$ cat config.mk
export PLATFORM = sky130hd
export DESIGN_NAME = tspsd_back
export DESIGN_NICKNAME = d
export VERILOG_FILES = /design/src/rtl/tspsd_pkg.sv /design/src/rtl/tspsd_back.sv
export SDC_FILE = /design/constraint.sdc
export NUM_CORES = 1
export LEC_CHECK = 0
export ABC_AREA = 1
export BUFFER_PORTS_ARGS = -buffer_cell sky130_fd_sc_hd__buf_2
export CORE_MARGIN = 2
export CORE_UTILIZATION = 31
export CTS_CLUSTER_SIZE = 28
export DETAILED_ROUTE_END_ITERATION = 16
export PLACE_DENSITY = 0.85
export SYNTH_ARGS = -nofsm -noshare
export SYNTH_HDL_FRONTEND = slang
export SYNTH_SLANG_ARGS = --single-unit
$ cat constraint.sdc
create_clock -name clk_i -period 0.8 [get_ports clk_i]
set_input_delay 0.16 -clock clk_i [delete_from_list [all_inputs] [get_ports clk_i]]
set_output_delay 0.16 -clock clk_i [all_outputs]
set_load 0.02 [all_outputs]
$ cat src/rtl/tspsd_pkg.sv
// Package: shared widths, constants, arctangent table builder and chain types.
`timescale 1ns / 1ps
`default_nettype none
package tspsd_pkg;

  localparam int PHASE_BITS   = 16;
  localparam int OUT_W        = 16;
  localparam int CORDIC_STEPS = 28;
  localparam int STEP_W       = $clog2(CORDIC_STEPS);
  localparam int XY_W         = 32;
  localparam int Z_W          = 34;
  localparam int ANG_W        = 30;
  localparam int PIPE_DEPTH   = CORDIC_STEPS + 3;

  localparam logic [7:0] THRESH_RESET = 8'd20;

  localparam logic signed [XY_W-1:0] SQRT3_Q20 = 32'sd1816187;
  localparam int                      X_SHIFT   = 20;
  localparam logic [63:0]             INV_TWO_PI_Q32 = 64'd683565276;

  // Divide by three: floor(s * 683 / 2048) is exact for s below 768.
  localparam logic [9:0] RECIP3       = 10'd683;
  localparam int         RECIP3_SHIFT = 11;

  localparam logic signed [Z_W-1:0] QUARTER_TURN = Z_W'(64'sd1 <<< 30);

  typedef struct packed {
    logic signed [XY_W-1:0] x;
    logic signed [XY_W-1:0] y;
    logic signed [Z_W-1:0]  z;
  } vec_t;

  typedef struct packed {
    logic       pixel_valid;
    logic [7:0] span;
    logic [7:0] refl;
    logic       last;
  } side_t;

  // floor(2^e / d) by long division, elaboration use only.
  function automatic logic [63:0] pow2_div(input int e, input int d);
    logic [63:0] rem;
    logic [63:0] quo;
    rem = '0;
    quo = '0;
    for (int j = 63; j >= 0; j--) begin
      rem = {rem[62:0], (j == e)};
      if (rem >= 64'(d)) begin
        rem    = rem - 64'(d);
        quo[j] = 1'b1;
      end
    end
    return quo;
  endfunction

  // atan(2^-i) in Q32 turns: series in Q60 radians, cut to Q32, scaled by 1/(2pi).
  function automatic logic [ANG_W-1:0] atan_entry(input int i);
    logic signed [63:0] acc;
    logic [63:0]        term;
    logic [63:0]        prod;
    int                 e;
    acc = '0;
    if (i == 0) begin
      return ANG_W'(64'd1 << 29);
    end
    for (int k = 0; k < 40; k++) begin
      e = 60 - i * (2 * k + 1);
      if (e >= 0) begin
        term = pow2_div(e, 2 * k + 1);
        if (k % 2 == 1) acc = acc - $signed(term);
        else            acc = acc + $signed(term);
      end
    end
    prod = 64'(acc >>> 28) * INV_TWO_PI_Q32;
    return ANG_W'(prod >> 32);
  endfunction

endpackage
`default_nettype wire

$ cat src/rtl/tspsd_back.sv
// Output stage: round angle to phase bits, wrap, align, mask invalid pixels.
`timescale 1ns / 1ps
`default_nettype none
module tspsd_back
  import tspsd_pkg::*;
(
  input  wire logic        clk_i,
  input  wire logic        rst_ni,
  input  wire logic        stb_i,
  input  wire vec_t        vec_i,
  input  wire side_t       side_i,
  output logic             stb_o,
  output logic [OUT_W-1:0] phase_o,
  output side_t            side_o
);

  logic [Z_W-1:0]        rnd;
  logic [PHASE_BITS-1:0] q;
  logic [OUT_W-1:0]      aligned;
  logic [OUT_W-1:0]      phase_q, phase_d;
  logic                  stb_q;
  side_t                 side_q;

  // Round half up, then keeping only PHASE_BITS bits wraps into [-1/2, 1/2).
  assign rnd = $unsigned(vec_i.z) + (Z_W'(1) << (31 - PHASE_BITS));
  assign q   = rnd[32-PHASE_BITS +: PHASE_BITS];

  if (PHASE_BITS >= OUT_W) begin : g_narrow
    assign aligned = q[PHASE_BITS-1 -: OUT_W];
  end else begin : g_widen
    assign aligned = {q, {(OUT_W-PHASE_BITS){1'b0}}};
  end

  assign phase_d = side_i.pixel_valid ? aligned : '0;

  always_ff @(posedge clk_i or negedge rst_ni) begin
    if (!rst_ni) begin
      stb_q <= 1'b0;
    end else begin
      stb_q <= stb_i;
    end
  end

  always_ff @(posedge clk_i) begin
    phase_q <= phase_d;
    side_q  <= side_i;
  end

  assign stb_o   = stb_q;
  assign phase_o = phase_q;
  assign side_o  = side_q;

endmodule
`default_nettype wire

==> qor.csv, run 1 <==
stage,metric,value,unit
layout,multi_input_area,470,um^2
worst_setup_path,crit_path_end_kind,output port,
layout,final_cell_area,2330,um^2
outcome,run_status,"complete, but fails checks",
timing,min_period_over_period,117,%
clock_network,ctsLongestPathBuffers,2,
die,core,3690,um^2
timing,slew_headroom,86.7,%
global_route,track_usage,16.0,%
worst_setup_path,cp_data_required_time,640,ps
synthesis,yosysTopAreaCell,dfxtp_1,
route,drc_errors,0,
layout,num_antenna_cells,0,
timing,rsz0062_at_grt,yes,
die,die_w,66.3,um
clock_network,clk_pin_slew,70,ps
global_route,grt_pass1_wl,5.22,mm
worst_setup_path,crit_path_max_incr_delay,370,ps
job,cap_violations,0,
worst_setup_path,critPathTopFamily,flip-flops,
synthesis,ys_seq_area_share,58.6,%
synthesis,synth_cells,145,
route,viasPerCell,4.26,
placement,io_buffers,72,
global_route,overflow,0,
route,routed_wirelength,3.35,mm
global_route,grt_max_degree,12,
synthesis,synthTopCellsByArea,"dfxtp_1 57%, nand2_1 11%, nor2_1 8.1%, inv_1 5.6%, nand3_1 2.9%",
worst_setup_path,crit_chain,buf_6,
timing,drv_slew,0,
placement,dpl.hpwl,2.30,mm
synthesis,ys_warn_count,0,
worst_setup_path,critical_path_buf_inv_count,1,
worst_setup_path,path_class,reg2out,
die,die_h,66.3,um
layout,n_fill_cell,290,
clock_network,htree_levels,2,
placement,gp_congestion,0.872,
power,peakVddDrop,0.698,mV
die,rows,22,
layout,nNetsFinal,378,
worst_setup_path,cp_max_fo,1,
clock_network,cts_buffers,5,
synthesis,syn-num-nets,265,
route,drtAntennaViolNets,0,
timing,final_hold_viol_count,0,
outcome,violations,setup timing,
worst_setup_path,arrival,780,ps
placement,placed_area,1750,um^2
route,wl_per_cell,10.9,um
synthesis,ys_types,19,
placement,place_ws,-301,ps
route,firstDrtPassIters,4,
layout,utilization,63.1,%
layout,synthToLayoutAreaGrowth,93.5,%
timing,setup_viol,35,
worst_setup_path,cpMaxStageDelayCell,dfrtp_1,
die,io_pins,154,
timing,setup_ws,-138,ps
synthesis,synth_top_area_share,56.5,%
min_path,min_path_type,in2reg,
timing,period_minus_slack,938,ps
synthesis,synthesis.area,1200,um^2
layout,regArea,748,um^2
clock_network,root_buffer,clkbuf_8,
die,start_util,32.6,%
timing,max_freq,1070,MHz
worst_setup_path,cp-start-kind,register,
timing,tightest_slew,198,ps
synthesis,synth_seq_cells,35,
layout,drive_gt1_share,55.6,%
timing,hold_ws,103,ps
global_route,first_global_vias,1229,
clock_network,cts_sinks,35,
route,drtIter0Drc,15,
power,power_density,1670,nW/um^2
clock_network,cts_tree,built,
die,dieArea,4400,um^2
route,vias,1309,
power,power.total,3.88,mW
global_route,antenna_found_initial,0,
power,p_leak,1.17,nW
synthesis,syn_avg_cell_area,8.30,um^2
==> cell usage after synthesis <==
master    number
xor2_1         2
nor2_4         1
buf_4          1
nand2_2        3
ha_1           1
o21a_1         1
inv_1         18
nand3_1        7
nor2_2         1
nor2_1        26
o21bai_1       2
nand2_1       35
nor3_1         1
dfrtp_1        1
a21oi_1        6
dfxtp_1       34
o21bai_2       1
o21ai_0        3
o21ai_2        1
==> sequential cells by signal, summed over array words and instances, names as in the netlist <==
register  count
side_o       18
stb_o         1
phase_o      16
==> worst paths after layout <==
kind	end	cells past startpoint	from
setup / recovery	stb_o	1	stb_o$_DFF_PN0_
hold / removal	side_o[17]$_DFF_P_	1	side_i[17]
max in group asynchronous	stb_o$_DFF_PN0_	2	rst_ni
min in group asynchronous	stb_o$_DFF_PN0_	2	rst_ni
==> per-stage QoR <==
stage	setup TNS, ps	std cells
2_1_floorplan	-274	145
3_3_place_gp	-2770	279
3_5_place_dp	-3190	279
4_1_cts	-3100	306
5_1_grt	-3730	307
6_report	-2780	307
==> cell type report <==
type | count | area share [%]
timing repair buffer | 107 | 38.5
clock buffer | 6 | 3.12
tap | 48 | 2.58
sequential | 35 | 32.1
clock inverter | 2 | 0.537
multi-input combinational | 91 | 20.2
inverter | 18 | 2.90
==> report_power, final <==
part / internal, mW / switching [mW] / total, mW
Combinational: 0.412 / 0.342 / 0.754
Clock: 0.608 / 0.618 / 1.23
Sequential: 1.86 / 0.0444 / 1.90
==> kinds of logic (layout without fill, tap and decap cells) <==
family	after synthesis	after routing	synth area share [%]
AO/OA/AOI/OAI	14	14	7.28
XOR/XNOR	2	2	1.46
adder cells (fa/ha/maj)	1	1	1.04
buffers and inverters	19	133	6.24
flip-flops	35	35	58.6
AND/OR/NAND/NOR	74	74	25.4
==> metal layers <==
metal	up-vias	part of all wire [%]	global-route usage, %
met1	581	40	17.0
met2	54	51	29.0
li1	670	-	-
met5	-	0	0
met3	4	8.2	5.62
met4	0	0.75	5.36
==> timing repair <==
action | in CTS | in global routing
hold endpoints to repair | 19 | 0
cloned | 0 | 0
buffers inserted | 0 | 1
hold buffers | 19 | 0
gates resized for setup | 102 | 14
setup endpoints to repair | 35 | 44
pin swaps | 0 | 7
==> cell usage in the layout, fill, tap and decap left out, types with 5 or more instances in the layout <==
cell / Yosys / layout
buf_6: 0 / 35
buf_2: 0 / 34
dfxtp_2: 0 / 34
nand2_1: 35 / 33
nor2_1: 26 / 22
dlygate4sd3_1: 0 / 19
buf_4: 1 / 19
inv_1: 18 / 18
nand3_1: 7 / 7
a21oi_1: 6 / 6
clkbuf_8: 0 / 5
Power figures use the tool's default switching activity.
==> inputs of run 2 (changes only) <==
Settings changed: ABC_AREA 1 to 0, CORE_UTILIZATION 31 to 30, PLACE_DENSITY 0.85 to 0.84, SLEW_MARGIN set to 20.
==> qor.csv, run 2 <==
stage,metric,value,unit
job,cap_violations,0,
timing,final_hold_viol_count,0,
synthesis,ys_warn_count,0,
clock_network,htree_levels,2,
synthesis,synth_most_common_cell,dfxtp_1,
worst_setup_path,cp-start-kind,input port,
synthesis,syn_avg_cell_area,11.2,um^2
timing,min_period_over_period,126,%
global_route,grt_max_degree,13,
route,routed_wirelength,4.91,mm
clock_network,cts_sinks,35,
timing,slew_headroom,78.6,%
route,drc_errors,0,
global_route,first_global_vias,1319,
global_route,antenna_found_initial,0,
route,drtIter0Drc,46,
placement,placed_cells,243,
clock_network,ctsLongestPathBuffers,2,
layout,synthToLayoutAreaGrowth,138,%
die,core,3660,um^2
clock_network,root_buffer,clkbuf_8,
timing,max_freq,995,MHz
timing,rsz0062_at_grt,yes,
placement,place_ws,-473,ps
placement,dpl.hpwl,2.30,mm
worst_setup_path,crit_path_end_kind,register,
route,drtAntennaViolNets,0,
die,die_h,65.7,um
clock_network,cts_tree,built,
route,viasPerCell,4.76,
synthesis,synthTopCellsByArea,"dfxtp_1 60%, mux2i_1 4.4%, nand4_4 3.7%, a21oi_1 3.1%, nand2_1 3.0%",
power,p_leak,1.20,nW
placement,io_buffers,72,
worst_setup_path,cp_max_fo,6,
global_route,track_usage,20.9,%
layout,final_cell_area,2720,um^2
timing,setup_viol,47,
route,firstDrtPassIters,4,
worst_setup_path,cpMaxStageDelayCell,or4_1,
global_route,overflow,0,
min_path,min_path_type,in2reg,
timing,hold_ws,95.7,ps
layout,largest_reg_flops,18,
synthesis,yosysTopAreaCell,dfxtp_1,
global_route,grt_pass1_wl,6.67,mm
die,start_util,31.2,%
timing,setup_ws,-205,ps
worst_setup_path,critPathTopFamily,simple AND/OR/NAND/NOR gates,
power,power_density,1770,nW/um^2
placement,placed_area,1790,um^2
die,dieArea,4320,um^2
placement,gp_congestion,0.742,
layout,num_antenna_cells,0,
synthesis,ys_types,24,
layout,layout_commonest_cell,buf_6,
route,wl_per_cell,17.5,um
synthesis,synth_top_area_share,59.5,%
synthesis,ys.flop_type,dfxtp_1,
layout,instances_no_fill,281,
clock_network,clk_pin_slew,70,ps
worst_setup_path,arrival,1220,ps
synthesis,async_reset_ff_share,2.86,%
worst_setup_path,cp_data_required_time,1010,ps
die,rows,22,
power,peakVddDrop,1.00,mV
synthesis,synthesis.area,1140,um^2
synthesis,synth-edff-count,0,
worst_setup_path,crit_chain,buf_8 > ha_4 > nand4_4 > or4_1 > a21oi_1,
die,io_pins,154,
layout,drive_gt1_share,74.2,%
layout,nNetsFinal,352,
outcome,violations,setup timing,
timing,drv_slew,0,
timing,period_minus_slack,1000,ps
synthesis,synth_top_cells_by_count,"34 x dfxtp_1, 9 x nand2_1, 7 x a21oi_1",
route,vias,1337,
outcome,run_status,"complete, but fails checks",
synthesis,syn-num-nets,222,
synthesis,ys_seq_area_share,61.7,%
worst_setup_path,crit_path_max_incr_delay,520,ps
synthesis,synth_cells,102,
worst_setup_path,critical_path_buf_inv_count,1,
timing,tightest_slew,318,ps
clock_network,cts_buffers,5,
layout,most-common-layout-cells,"43 x buf_6, 34 x dfxtp_2, 26 x buf_2, 26 x buf_4, 19 x dlygate4sd3_1",
die,die_w,65.7,um
worst_setup_path,path_class,in2reg,
synthesis,synth_seq_cells,35,
layout,n_fill_cell,208,
## run 2: cell types whose count changed after synthesis, moves of 3 or more
cell,before,now
nand2_2,3,0
mux2i_1,0,5
o31ai_1,0,4
or4_1,0,4
nand2_1,35,9
nand2b_1,0,4
inv_1,18,2
nand4_1,0,3
nor4_1,0,5
nor2_1,26,3
## run 2: worst paths after layout
kind,cells past startpoint,endpoint,from
worst max-delay path,5,phase_o[11]$_SDFF_PN0_,vec_i[16]
worst min-delay path,1,side_o[17]$_DFF_P_,side_i[17]
max in group asynchronous,2,stb_o$_DFF_PN0_,rst_ni
min in group asynchronous,2,stb_o$_DFF_PN0_,rst_ni
## run 2: routing by layer
| layer | vias up | wire length, um | part of all wire, % | GRT usage [%] |
|---|---|---|---|---|
| met5 | - | 0 | 0 | 0 |
| met4 | 0 | 140 | 2.9 | 8.59 |
| met3 | 13 | 413 | 8.4 | 7.02 |
| met2 | 79 | 2370 | 48 | 37.2 |
| met1 | 618 | 1980 | 40 | 22.4 |
| li1 | 627 | - | - | - |
## run 2: layout make-up
type	count	area [um^2]	area share, %
Clock inverter	3	67.6	2.49
Clock buffer	5	68.8	2.53
Multi-Input combinational cell	63	586	21.5
Sequential cell	35	748	27.5
Timing Repair Buffer	124	1170	43.2
Inverter	3	12.5	0.460
Tap cell	48	60.1	2.21
## run 2: cells by family (layout without fill, tap and decap cells)
group | after synthesis | in the layout | synth area share, %
simple gates | 40 | 40 | 22.2
fa+ha+maj | 1 | 1 | 1.09
mux | 5 | 5 | 4.38
compound gates | 14 | 14 | 7.00
buf+inv | 4 | 135 | 1.31
xor+xnor | 3 | 3 | 2.30
flops | 35 | 35 | 61.7
## run 2: repair_timing
action,4_1_cts,5_1_grt
hold buffers,19,0
setup buffers,5,7
gates resized for setup,132,23
pin swaps,15,12
hold endpoints to repair,19,0
endpoints found under the setup margin,47,47
## run 2: metrics by stage
step / setup TNS, ps / power, mW / utilization, %
after global placement: -4890 / 2.46 / 48.9
after global routing: -5890 / 4.96 / 74.2
after detailed placement: -5240 / 2.47 / 48.9
after CTS: -4000 / 4.64 / 69.9
final: -4910 / 4.80 / 74.2
after floorplan: -1600 / 2.15 / -
## run 2: power breakdown
| part | switching [mW] | internal (mW) | total (mW) |
|---|---|---|---|
| logic | 0.410 | 0.514 | 0.924 |
| clock network | 0.719 | 1.24 | 1.96 |
| registers | 0.0565 | 1.86 | 1.92 |
