--- config.mk ---
export PLATFORM = sky130hd
export DESIGN_NAME = tspsd_front
export DESIGN_NICKNAME = d
export VERILOG_FILES = /design/src/rtl/tspsd_pkg.sv /design/src/rtl/tspsd_front.sv
export SDC_FILE = /design/constraint.sdc
export NUM_CORES = 1
export LEC_CHECK = 0
export BUFFER_PORTS_ARGS = -buffer_cell sky130_fd_sc_hd__buf_2
export CORE_AREA = 10 10 214 135
export DETAILED_ROUTE_END_ITERATION = 12
export DIE_AREA = 0 0 224 145
export GPL_ROUTABILITY_DRIVEN = 0
export PLACE_DENSITY = 0.79
export SYNTH_ARGS = -nofsm -noshare
export SYNTH_HDL_FRONTEND = slang
export SYNTH_SLANG_ARGS = --single-unit
--- constraint.sdc ---
create_clock -name clk_i -period 4.9 [get_ports clk_i]
set_input_delay 0.49 -clock clk_i [delete_from_list [all_inputs] [get_ports clk_i]]
set_output_delay 0.49 -clock clk_i [all_outputs]
set_load 0.005 [all_outputs]
--- src/rtl/tspsd_pkg.sv ---
// Package: shared widths, constants, arctangent table builder and chain types.
`timescale 1ns / 1ps
`default_nettype none
package tspsd_pkg;

  localparam int PHASE_BITS   = 16;
  localparam int OUT_W        = 16;
  localparam int CORDIC_STEPS = 28;
  localparam int STEP_W       = $clog2(CORDIC_STEPS);
  localparam int XY_W         = 32;
  localparam int Z_W          = 34;
  localparam int ANG_W        = 30;
  localparam int PIPE_DEPTH   = CORDIC_STEPS + 3;

  localparam logic [7:0] THRESH_RESET = 8'd20;

  localparam logic signed [XY_W-1:0] SQRT3_Q20 = 32'sd1816187;
  localparam int                      X_SHIFT   = 20;
  localparam logic [63:0]             INV_TWO_PI_Q32 = 64'd683565276;

  // Divide by three: floor(s * 683 / 2048) is exact for s below 768.
  localparam logic [9:0] RECIP3       = 10'd683;
  localparam int         RECIP3_SHIFT = 11;

  localparam logic signed [Z_W-1:0] QUARTER_TURN = Z_W'(64'sd1 <<< 30);

  typedef struct packed {
    logic signed [XY_W-1:0] x;
    logic signed [XY_W-1:0] y;
    logic signed [Z_W-1:0]  z;
  } vec_t;

  typedef struct packed {
    logic       pixel_valid;
    logic [7:0] span;
    logic [7:0] refl;
    logic       last;
  } side_t;

  // floor(2^e / d) by long division, elaboration use only.
  function automatic logic [63:0] pow2_div(input int e, input int d);
    logic [63:0] rem;
    logic [63:0] quo;
    rem = '0;
    quo = '0;
    for (int j = 63; j >= 0; j--) begin
      rem = {rem[62:0], (j == e)};
      if (rem >= 64'(d)) begin
        rem    = rem - 64'(d);
        quo[j] = 1'b1;
      end
    end
    return quo;
  endfunction

  // atan(2^-i) in Q32 turns: series in Q60 radians, cut to Q32, scaled by 1/(2pi).
  function automatic logic [ANG_W-1:0] atan_entry(input int i);
    logic signed [63:0] acc;
    logic [63:0]        term;
    logic [63:0]        prod;
    int                 e;
    acc = '0;
    if (i == 0) begin
      return ANG_W'(64'd1 << 29);
    end
    for (int k = 0; k < 40; k++) begin
      e = 60 - i * (2 * k + 1);
      if (e >= 0) begin
        term = pow2_div(e, 2 * k + 1);
        if (k % 2 == 1) acc = acc - $signed(term);
        else            acc = acc + $signed(term);
      end
    end
    prod = 64'(acc >>> 28) * INV_TWO_PI_Q32;
    return ANG_W'(prod >> 32);
  endfunction

endpackage
`default_nettype wire

--- src/rtl/tspsd_front.sv ---
// Front end: range, validity, mean, CORDIC start vector and quadrant fix.
`timescale 1ns / 1ps
`default_nettype none
module tspsd_front
  import tspsd_pkg::*;
(
  input  wire logic       clk_i,
  input  wire logic       rst_ni,
  input  wire logic       stb_i,
  input  wire logic [7:0] a_i,
  input  wire logic [7:0] b_i,
  input  wire logic [7:0] c_i,
  input  wire logic       last_i,
  input  wire logic [7:0] thresh_i,
  output logic            stb_o,
  output vec_t            vec_o,
  output side_t           side_o
);

  logic [7:0]             hi, lo;
  logic [9:0]             sum;
  logic [19:0]            prod3;
  logic signed [8:0]      u;
  logic signed [10:0]     v;
  logic signed [XY_W-1:0] u_ext, v_ext;

  logic                   stb_a_q;
  logic signed [XY_W-1:0] x_a_q, x_a_d, y_a_q, y_a_d;
  side_t                  side_a_q, side_a_d;

  logic                   stb_b_q;
  vec_t                   vec_b_q, vec_b_d;
  side_t                  side_b_q;

  always_comb begin
    hi = a_i;
    lo = a_i;
    if (b_i > hi) hi = b_i;
    if (c_i > hi) hi = c_i;
    if (b_i < lo) lo = b_i;
    if (c_i < lo) lo = c_i;
    sum   = 10'(a_i) + 10'(b_i) + 10'(c_i);
    prod3 = 20'(sum) * 20'(RECIP3);
    u     = $signed({1'b0, a_i}) - $signed({1'b0, c_i});
    v     = $signed({2'b00, b_i, 1'b0}) - $signed({3'b000, a_i}) - $signed({3'b000, c_i});
    u_ext = {{(XY_W-9){u[8]}}, u};
    v_ext = {{(XY_W-11){v[10]}}, v};
    x_a_d = v_ext <<< X_SHIFT;
    y_a_d = u_ext * SQRT3_Q20;
    side_a_d.span        = hi - lo;
    side_a_d.pixel_valid = (hi - lo) > thresh_i;
    side_a_d.refl        = prod3[RECIP3_SHIFT +: 8];
    side_a_d.last        = last_i;
  end

  // Rotate into the right half plane by a quarter turn when x is negative.
  always_comb begin
    vec_b_d.x = x_a_q;
    vec_b_d.y = y_a_q;
    vec_b_d.z = '0;
    if (x_a_q < 0) begin
      if (y_a_q >= 0) begin
        vec_b_d.x = y_a_q;
        vec_b_d.y = -x_a_q;
        vec_b_d.z = QUARTER_TURN;
      end else begin
        vec_b_d.x = -y_a_q;
        vec_b_d.y = x_a_q;
        vec_b_d.z = -QUARTER_TURN;
      end
    end
  end

  always_ff @(posedge clk_i or negedge rst_ni) begin
    if (!rst_ni) begin
      stb_a_q <= 1'b0;
      stb_b_q <= 1'b0;
    end else begin
      stb_a_q <= stb_i;
      stb_b_q <= stb_a_q;
    end
  end

  always_ff @(posedge clk_i) begin
    x_a_q    <= x_a_d;
    y_a_q    <= y_a_d;
    side_a_q <= side_a_d;
    vec_b_q  <= vec_b_d;
    side_b_q <= side_a_q;
  end

  assign stb_o  = stb_b_q;
  assign vec_o  = vec_b_q;
  assign side_o = side_b_q;

endmodule
`default_nettype wire

==> results of run 1 <==
[worst max path at each step]
stage | from | to
2_1_floorplan | c_i[1] | y_a_q[24]$_DFF_P_
3_3_place_gp | a_i[0] | y_a_q[23]$_DFF_P_
3_5_place_dp | a_i[0] | y_a_q[24]$_DFF_P_
4_1_cts | c_i[1] | side_a_q[8]$_DFF_P_
5_1_grt | c_i[1] | y_a_q[24]$_DFF_P_
6_report | c_i[1] | y_a_q[24]$_DFF_P_
[layout by cell type (no fill, tap or decap), types with 10 or more instances in the layout]
cell	count
inv_2	17
a21oi_2	27
a21oi_1	49
a21o_1	24
buf_6	37
nand2_1	32
o21ai_1	10
ha_1	167
xor2_1	20
conb_1	31
ha_4	45
inv_1	178
nor2b_1	29
nor2_1	72
mux2i_1	14
fa_1	88
nor2_2	10
and2_1	21
dfxtp_1	142
buf_2	117
clkbuf_16	17
o21ai_0	25
buf_4	255
xnor2_1	60
[repair_timing]
item                                    in CTS  in global routing
pin swaps                                  100                 79
setup buffers                               30                 28
cloned                                       1                  0
hold buffers                                 1                  0
endpoints found under the setup margin      32                 33
gates resized for setup                     98                116
endpoints found under the hold margin        2                  0
[per-layer routing]
layer	GRT usage [%]	up-vias	wire, µm
li1	-	5088	-
met1	28.99	5434	16740
met2	35.90	667	19030
met3	5.547	192	4356
met4	5.962	0	2227
met5	0	-	0
[flip-flops by register name, indices dropped and copies added (netlist names)]
| name | cells |
|---|---|
| side_a_q | 18 |
| side_o | 18 |
| stb_a_q | 1 |
| stb_o | 1 |
| vec_o | 66 |
| x_a_q | 10 |
| y_a_q | 31 |
[area by class of cell]
class	instances	share of cell area (%)
Clock buffer	17	2.435
Clock inverter	15	0.9953
Inverter	203	4.540
Multi-Input combinational cell	929	56.08
Sequential cell	145	16.68
Tap cell	329	2.356
Timing Repair Buffer	412	16.92
[synth_stat cells, types with 3 or more instances]
master / n / area, µm²
a211oi_1: 6 / 45.04
a21boi_0: 7 / 52.55
a21o_1: 25 / 187.7
a21oi_1: 81 / 405.4
a221oi_1: 3 / 26.28
a31oi_1: 4 / 25.02
and2_1: 21 / 131.4
buf_4: 32 / 240.2
clkbuf_1: 17 / 63.81
dfxtp_1: 143 / 2863
fa_1: 96 / 1922
ha_1: 216 / 2703
inv_1: 203 / 762.0
mux2_2: 5 / 56.30
mux2i_1: 19 / 190.2
nand2_1: 35 / 131.4
nand2b_1: 7 / 43.79
nand3_1: 10 / 50.05
nand4_1: 7 / 43.79
nor2_1: 84 / 315.3
nor2b_1: 32 / 200.2
nor3_1: 12 / 60.06
o211ai_1: 3 / 22.52
o21a_1: 9 / 67.56
o21ai_0: 46 / 230.2
o21bai_1: 11 / 82.58
o31a_1: 3 / 26.28
o31ai_1: 7 / 52.55
o41ai_1: 7 / 61.31
or2_2: 4 / 25.02
or3_1: 7 / 43.79
or4_1: 4 / 30.03
xnor2_1: 69 / 604.3
xor2_1: 24 / 210.2
[critical path, stage by stage]
cell        delay [ns]
buf_8             0.08
clkinvlp_4        0.10
ha_4              0.25
a21o_1            0.16
a21o_1            0.18
a21oi_2           0.16
o21bai_2          0.09
xor2_1            0.23
inv_1             0.12
fa_1              0.59
inv_2             0.07
ha_4              0.26
inv_2             0.04
fa_1              0.51
inv_2             0.05
fa_1              0.55
fa_1              0.46
ha_4              0.28
o21ai_2           0.07
o21bai_2          0.09
a41o_1            0.26
o41a_1            0.40
a31o_2            0.26
a211oi_2          0.26
o31ai_1           0.13
xor2_1            0.16
[metrics by stage]
stage	utilization [%]	worst slack, ns	hold WS, ns	TNS (ns)
detailed placement	61.92	-1.474	0.2784	-34.66
floorplan	-	-1.155	0.1944	-19.66
global route	70.05	-1.306	0.1344	-27.18
finish	70.05	-1.110	0.1470	-22.62
global placement	61.92	-1.395	0.2783	-31.67
CTS	67.30	-0.8513	0.1433	-16.16
[logic make-up after synthesis]
logic type | synth area share (%)
AO/OA/AOI/OAI | 11.28
buffers and inverters | 8.700
other | 0.03035
multiplexers | 2.177
AND/OR/NAND/NOR | 10.21
XOR/XNOR | 6.593
flip-flops | 23.58
adder cells (fa/ha/maj) | 37.43
==> flow_summary.ini, run 1 <==
[synthesis]
synth_seq_area_share_pct = 23.58
ys_ff_latch = 145
syn_area_um2 = 12350
ys.flop_type = dfxtp_1
synth.distinct_cells = 63
avgSynthCellArea_um2 = 9.525
ys_async_sr_fraction_pct = 1.379
synth_edf_count = 0
yosysWarnings = 0
syn_inst = 1297

[detailed_routing]
vias = 11381
drc = 0
drt-pass1-iter-count = 6
first_iter_violations = 1194
wire_per_inst_um = 20.66
routed_wl_mm = 42.35
drtAntennaViolNets = 0
viasPerCell = 5.552

[floorplanning]
num_rows = 45
die_w_um = 224
io_pins = 153
die_h_um = 145
core-area_um2 = 24940
start_util_pct = 49.53
dieArea_um2 = 32480

[grt]
grt_max_degree = 49
track_usage_pct = 22.24
grt_pass1_wl_mm = 58.54
grt_pass1_vias = 11207
grt-ovfl-total = 0
antenna_found_initial = 0

[worst_hold_path]
min_to = side_a_q[0]$_DFF_P_
hold_path_class = input pin to register
min_from = last_i
hold_path_depth = 1

[setup_path]
cp_max_fo = 3
r2r-start = y_a_q[0]$_DFF_P_
end_kind = register
cp-start-kind = input pin
r2r-end = vec_o[94]$_DFF_P_
reg2regPathDepth = 10
ff2ff_setup_slack_ns = 1.42
crit_type = input pin to register
cp_data_required_time_ns = 5.21
cp_data_arrival_time_ns = 6.32

[sta]
slew_violations = 0
rsz0062_at_grt = true
finalHoldViolCount = 0
min_period_over_period_pct = 122.7
fin_crit_ns = 6.010
finalClockSkew_ns = 0.02274
maxSlewHeadroom_pct = 48.44
fmax_mhz = 166.4
final-setup-viol-count = 33
tightestPinTransition_ns = 0.7734
setup_ws_ns = -1.110

[cells_and_area]
finalNonFillerCells = 2050
fin_area_um2 = 17470
final_nets = 2056
layout-drive-gt1-share_pct = 38.18
ff_latch_area_um2 = 2914
fill_cells = 1605
multiInputGateArea_um2 = 9798
synthToLayoutAreaGrowth_pct = 41.43
antenna_cells = 0

[placement]
place_area_um2 = 15440
placed_cells = 1966
io_buffers = 122
hpwl_mm = 28.41

[status]
status = complete, but fails checks
violations = negative setup slack

[clock_tree]
cts_sinks = 145
cts_root_buf = clkbuf_16
cts_max_path_buffers = 2
htree_levels = 4
cts_buffers = 17
clk_pin_slew_worst_paths_ns = 0.06
tritoncts = built
clk_latency_ns = 0.46

[flow_run]
drv_cap = 0
Power of run 1 is left out: the tool's default activity adds up to more than one toggle a clock period on the data nets, which glitch-free logic cannot reach.
==> run 2, diff against run 1 <==
--- a/config.mk
+++ b/config.mk
@@ -6,11 +6,11 @@
 export NUM_CORES = 1
 export LEC_CHECK = 0
 export BUFFER_PORTS_ARGS = -buffer_cell sky130_fd_sc_hd__buf_2
-export CORE_AREA = 10 10 214 135
+export CORE_AREA = 10 10 169 171
 export DETAILED_ROUTE_END_ITERATION = 12
-export DIE_AREA = 0 0 224 145
+export DIE_AREA = 0 0 179 181
 export GPL_ROUTABILITY_DRIVEN = 0
-export PLACE_DENSITY = 0.79
+export PLACE_DENSITY = 0.78
 export SYNTH_ARGS = -nofsm -noshare
 export SYNTH_HDL_FRONTEND = slang
 export SYNTH_SLANG_ARGS = --single-unit
==> flow_summary.ini, run 2 (synthesis gave the netlist of run 1 again) <==
[clock_tree]
tritoncts = built
cts_root_buf = clkbuf_16
cts_max_path_buffers = 2
clk_pin_slew_worst_paths_ns = 0.07
cts_sinks = 145
cts_buffers = 17
clk_latency_ns = 0.44
htree_levels = 4

[detailed_routing]
viasPerCell = 5.487
first_iter_violations = 1115
drt-pass1-iter-count = 6
drtAntennaViolNets = 0
drc = 0
vias = 11216
wire_per_inst_um = 19.51
routed_wl_mm = 39.88

[cells_and_area]
synthToLayoutAreaGrowth_pct = 39.46
antenna_cells = 0
largest_reg_flops = 66
final_common_cell = buf_4
fin_area_um2 = 17230
layout-drive-gt1-share_pct = 36.58
finalNonFillerCells = 2044
final_nets = 2049
mostFrequentLayoutCells = buf_4 (266), inv_1 (184), ha_1 (177)
fill_cells = 1642

[grt]
track_usage_pct = 22.09
grt_pass1_vias = 11566
grt_pass1_wl_mm = 57.77
grt-ovfl-total = 0
antenna_found_initial = 0
grt_max_degree = 77

[flow_run]
drv_cap = 0

[floorplanning]
die_h_um = 181
num_rows = 58
dieArea_um2 = 32400
start_util_pct = 49.35
core-area_um2 = 25040
die_w_um = 179
io_pins = 153

[worst_hold_path]
min_to = side_a_q[0]$_DFF_P_
hold_path_depth = 1
min_from = last_i
hold_path_class = input pin to register

[setup_path]
cp_num_cells = 28
cp_data_required_time_ns = 5.22
r2r-start = y_a_q[0]$_DFF_P_
path_buf_inv = 7
crit_path_top_delay_cell = fa_1
ff2ff_setup_slack_ns = 1.61
path_delay_family = adder cells
cpPeakStageDelay_ns = 0.55
cp_data_arrival_time_ns = 6.56
crit_type = input pin to register
cp_max_fo = 5
end_kind = register
reg2regPathDepth = 10
r2r-end = vec_o[94]$_DFF_P_
cp-start-kind = input pin

[placement]
io_buffers = 122
place_ws_ns = -1.546
place_area_um2 = 15390
hpwl_mm = 26.42
placed_cells = 1959

[sta]
min_period_over_period_pct = 127.3
finalHoldViolCount = 0
tightestPinTransition_ns = 1.186
setup_ws_ns = -1.338
finalClockSkew_ns = 0.008478
maxSlewHeadroom_pct = 20.94
slew_violations = 0
fmax_mhz = 160.3
fin_crit_ns = 6.238
rsz0062_at_grt = true
final-setup-viol-count = 32

[status]
status = complete, but fails checks
violations = negative setup slack
run 2: cell types whose count changed in the layout (fill, tap and decap cells not counted), sizes merged:
cell | previous run | this run
inv | 210 | 207
bufinv | 2 | 0
buf | 411 | 404
clkinvlp | 2 | 1
clkinv | 4 | 10
run 2: metrics by stage:
stage               utilization [%]  hold slack, ns  setup TNS [ns]
finish                        68.82          0.1446          -25.91
CTS                           66.59          0.1405          -18.20
global route                  68.82          0.1349          -30.41
detailed placement            61.45          0.2776          -35.01
floorplan                         -          0.1944          -19.66
global placement              61.45          0.2736          -29.92
run 2: per-layer routing:
metal	share of wire (%)	track usage, %	routed length (µm)	vias up
met5	0	0	0	-
met2	50	39.12	19970	599
met3	8.1	5.317	3243	217
li1	-	-	-	5063
met4	6.2	12.11	2487	0
met1	36	23.43	14170	5337
run 2: worst max path at each step:
stage	startpoint	to	slack, ns
floorplan	c_i[1]	y_a_q[24]$_DFF_P_	-1.16
global route	a_i[0]	y_a_q[30]$_DFF_P_	-1.56
finish	a_i[0]	y_a_q[30]$_DFF_P_	-1.34
CTS	a_i[0]	y_a_q[24]$_DFF_P_	-0.99
detailed placement	a_i[0]	y_a_q[30]$_DFF_P_	-1.55
global placement	c_i[1]	y_a_q[24]$_DFF_P_	-1.37
run 2: worst register-to-register path: cells and delay by family, from the launching register on:
family	cells	cell delay [ns]
flops	1	0.37
xor+xnor	1	0.17
buf+inv	1	0.13
fa+ha+maj	1	0.23
simple gates	5	1.97
compound gates	2	0.26
run 2: cell type report:
type | count | area (µm²) | area share (%)
clock inverter | 15 | 188.9 | 1.097
timing repair buffer | 405 | 2844 | 16.51
clock buffer | 17 | 425.4 | 2.469
multi-input combinational | 929 | 9658 | 56.06
inverter | 203 | 785.8 | 4.561
sequential | 145 | 2914 | 16.91
tap | 330 | 412.9 | 2.397
run 2: what timing repair did:
action,CTS,global route
hold buffers,1,0
gates cloned,1,0
setup buffers,36,22
hold endpoints to repair,2,0
resized for setup,86,78
setup endpoints to repair,29,35
pin swaps,91,55
Power of run 2 is left out for the same reason.
